File: config.mk
export PLATFORM = sky130hd
export DESIGN_NAME = ppid_gain_mul
export DESIGN_NICKNAME = d
export VERILOG_FILES = /design/src/rtl/core/ppid_pkg.sv /design/src/rtl/core/ppid_gain_mul.sv
export SDC_FILE = /design/constraint.sdc
export NUM_CORES = 2
export LEC_CHECK = 0
export BUFFER_PORTS_ARGS = -buffer_cell sky130_fd_sc_hd__buf_4
export CAP_MARGIN = 0
export CELL_PAD_IN_SITES_DETAIL_PLACEMENT = 1
export CELL_PAD_IN_SITES_GLOBAL_PLACEMENT = 2
export CORE_UTILIZATION = 42
export DETAILED_ROUTE_END_ITERATION = 7
export PLACE_DENSITY_LB_ADDON = 0.3
export SLEW_MARGIN = 20
export SYNTH_ARGS = -nofsm -noshare
export SYNTH_HDL_FRONTEND = slang
export SYNTH_SLANG_ARGS = --single-unit
File: constraint.sdc
create_clock -name vclk -period 18.3
set_input_delay 4.575 -clock vclk [all_inputs]
set_output_delay 4.575 -clock vclk [all_outputs]
set_load 0.01 [all_outputs]
File: src/rtl/core/ppid_pkg.sv
// shared types, codes and helpers for the position pid torque controller
package ppid_pkg;

    // operation codes carried in the input tuser
    localparam logic [1:0] OP_POSITION = 2'd0;
    localparam logic [1:0] OP_VELOCITY = 2'd1;
    localparam logic [1:0] OP_TORQUE   = 2'd2;

    // configuration register indexes
    localparam int unsigned CFG_IDX_W = 3;
    localparam logic [CFG_IDX_W-1:0] REG_POSITION_GAIN    = 3'd0;
    localparam logic [CFG_IDX_W-1:0] REG_INTEGRAL_GAIN    = 3'd1;
    localparam logic [CFG_IDX_W-1:0] REG_DAMPING_GAIN     = 3'd2;
    localparam logic [CFG_IDX_W-1:0] REG_TORQUE_MAX       = 3'd3;
    localparam logic [CFG_IDX_W-1:0] REG_POSITION_FLOOR   = 3'd4;
    localparam logic [CFG_IDX_W-1:0] REG_POSITION_CEILING = 3'd5;

    // register reset values
    localparam logic [31:0]        POSITION_GAIN_RST    = 32'd167772;
    localparam logic [31:0]        INTEGRAL_GAIN_RST    = 32'd0;
    localparam logic [31:0]        DAMPING_GAIN_RST     = 32'd1678;
    localparam logic [30:0]        TORQUE_MAX_RST       = 31'd65536;
    localparam logic signed [31:0] POSITION_FLOOR_RST   = 32'sh8000_0000;
    localparam logic signed [31:0] POSITION_CEILING_RST = 32'sh7fff_ffff;

    // integrator limit, 0.1 in q16.16
    localparam int unsigned INTEG_W = 14;
    localparam logic signed [32:0] INTEG_LIMIT = 33'sd6554;

    // gain product width and fraction bits of a q8.24 gain
    localparam int unsigned PROD_W = 64;
    localparam int unsigned GAIN_FRAC = 24;

    // width wide enough for any sum fed to the saturator
    localparam int unsigned SAT_W = 42;
    localparam logic signed [SAT_W-1:0] SAT_MAX = 42'sd2147483647;
    localparam logic signed [SAT_W-1:0] SAT_MIN = -42'sd2147483648;

    // saturate a wide signed value to 32 bits
    function automatic logic signed [31:0] sat32(input logic signed [SAT_W-1:0] v);
        logic signed [31:0] r;
        if (v > SAT_MAX) begin
            r = SAT_MAX[31:0];
        end else if (v < SAT_MIN) begin
            r = SAT_MIN[31:0];
        end else begin
            r = v[31:0];
        end
        return r;
    endfunction

endpackage

File: src/rtl/core/ppid_gain_mul.sv
// multiply of an unsigned q8.24 gain by a signed q16.16 signal
module ppid_gain_mul (
    input  logic [31:0]                         gain,
    input  logic signed [31:0]                  x,
    output logic signed [ppid_pkg::PROD_W-1:0]  prod
);

    logic signed [32:0] gain_s;

    // exact product, magnitude stays below 2^63
    assign gain_s = $signed({1'b0, gain});
    assign prod   = ppid_pkg::PROD_W'(gain_s) * ppid_pkg::PROD_W'(x);

endmodule

==> metrics.cfg <==
[global_routing]
grt_pass1_vias=28400
grt-ovfl-total=0
grt_max_degree=35
gr-usage-all-layers=0.259
antenna_found_initial=2
grt_pass1_wl_mm=161

[cells_and_area]
fillers=9303
design.seq.count=0
final_layout_size_suffix_gt1_frac=0.0386
syn_to_final_growth_pct=4.48
clock_buffers=0
layout_common_cells=inv_1, fa_1, and2_1
final_nets=4932
multi_input_comb_area_sq_mm=0.0295
regArea_sq_um=0
final_common_cell=inv_1

[cts]
cts_resized=0
post-cts-setup-buffers=0
hold_buffers=0

[yosys]
synth.area.top_cells=fa_1, and2_1, ha_1
syn-instance-count=3757
avgSynthCellArea_sq_um=8.99
synth_cell_types=51
synth_warnings=0
synth_area_sq_mm=0.0338
synth_top_cell_by_area=fa_1
yosysSeqAreaShare=0
yosysTopAreaCellShare=0.532
syn-num-nets=5009

[drt]
drt_iter0_drc=898
drc=0
routed_wl_mm=102
drt_pass1_iterations=4
met2WireLength_mm=56.3
final_antenna_net_count=0
top_layer_used=met4
dr_total_vias=24100
route.detailed.vias_per_inst=5.09
dr_wl_met3_mm=2.22
wl_met1_mm=38.1
wl_per_cell_um=21.5

[timing]
min_period_ps=17290
finalSetupViolations=0
max_freq_mhz=57.8
period_share=0.945
hold_viol_final=0
holdWs_ps=9720
rsz0062_at_grt=false
relSlewSlack=0.466
finalSetupTns_ps=0
worst_slew_pin_slew_ps=794
slew_violations=0

[outcome]
outcome=complete, no violations

[placed_design]
port_buffers=128
place_congestion=0.868
dp_hpwl_mm=84.3

[critical_path]
endpoint=prod[57]
critPathLaunch=x[8]
cp.required_ps=13730
crit_type=in -> out
worstPathArrival_ps=12710
cp-start-kind=input port
path_max_fanout=32
end_kind=primary output

[die]
pin_count=128
initial_core_util=0.426
die_width_um=286
die-area_sq_mm=0.0816
rows=103
dieHeight_um=286
core_sq_mm=0.0793

[worst_hold_path]
hp-class=in -> out
hp-start=x[0]

[job]
drv_cap=0

[worst max-delay path: stages]
cell	delay, ps
buf_4	370
nand2_1	140
fa_1	550
inv_1	50
fa_1	540
inv_1	80
fa_1	600
inv_1	70
fa_1	480
fa_1	590
fa_1	440
fa_1	510
fa_1	420
ha_1	440
nand4_1	170
nor4_1	370
o31a_1	260
nor3_1	90
nor3_1	670
nand3_1	240
a311oi_2	520
a31oi_1	180
xnor2_1	190
buf_4	150
[synth_stat cells (all sizes together), types with 2 or more instances]
library cell  instances
inv                 925
fa                  897
and2                596
nand2               456
ha                  291
clkbuf              210
a21oi                75
xnor2                44
o21ai                37
nor2                 29
a21o                 27
nor2b                23
xor2                 21
nand2b               20
nand4                14
nor3                 13
o21bai               13
a31oi                 8
nand3                 7
and3                  6
a21boi                4
o211ai                4
a211oi                3
a31o                  3
and4                  3
o21a                  3
a311oi                2
nor4                  2
o2111ai               2
o31a                  2
or2                   2
or3                   2
[per-layer routing]
layer | vias up | global-route usage
li1 | 10600 | -
met1 | 12900 | 0.294
met2 | 399 | 0.503
met3 | 154 | 0.0126
met4 | 0 | 0.103
met5 | - | 0
[worst min-delay path by stage]
stage,slack [ps],to,cells after the start
2_1_floorplan,9300,prod[0],1
3_3_place_gp,9730,prod[0],3
3_5_place_dp,9740,prod[0],3
4_1_cts,9740,prod[0],3
5_1_grt,9760,prod[0],3
6_report,9720,prod[0],3
[logic make-up (layout without fill, tap and decap cells)]
family / after synthesis / in the layout / share of synthesized area
buffers and inverters: 1136 / 1057 / 0.126
and+or+nand+nor: 1175 / 1175 / 0.181
other: 0 / 1 / 0
xor gates and xnor gates: 65 / 65 / 0.0169
adders and majority gates: 1188 / 1188 / 0.639
AOI/OAI and AO/OA: 193 / 193 / 0.0360
[final cells by class]
type | count | area share
well taps | 1050 | 0.0372
diodes | 1 | 0.0000709
multi-input cells | 2621 | 0.836
repair buffers | 132 | 0.0281
inverters | 925 | 0.0984
[through the flow]
stage	instance area [sq um]	setup WS (ps)	instances	utilization
detailed placement	35300	1040	4728	0.445
floorplan	33800	2440	3757	-
global placement	35300	1040	4728	0.445
finish	35300	1010	4729	0.445
CTS	35300	999	4728	0.445
global route	35300	624	4728	0.445
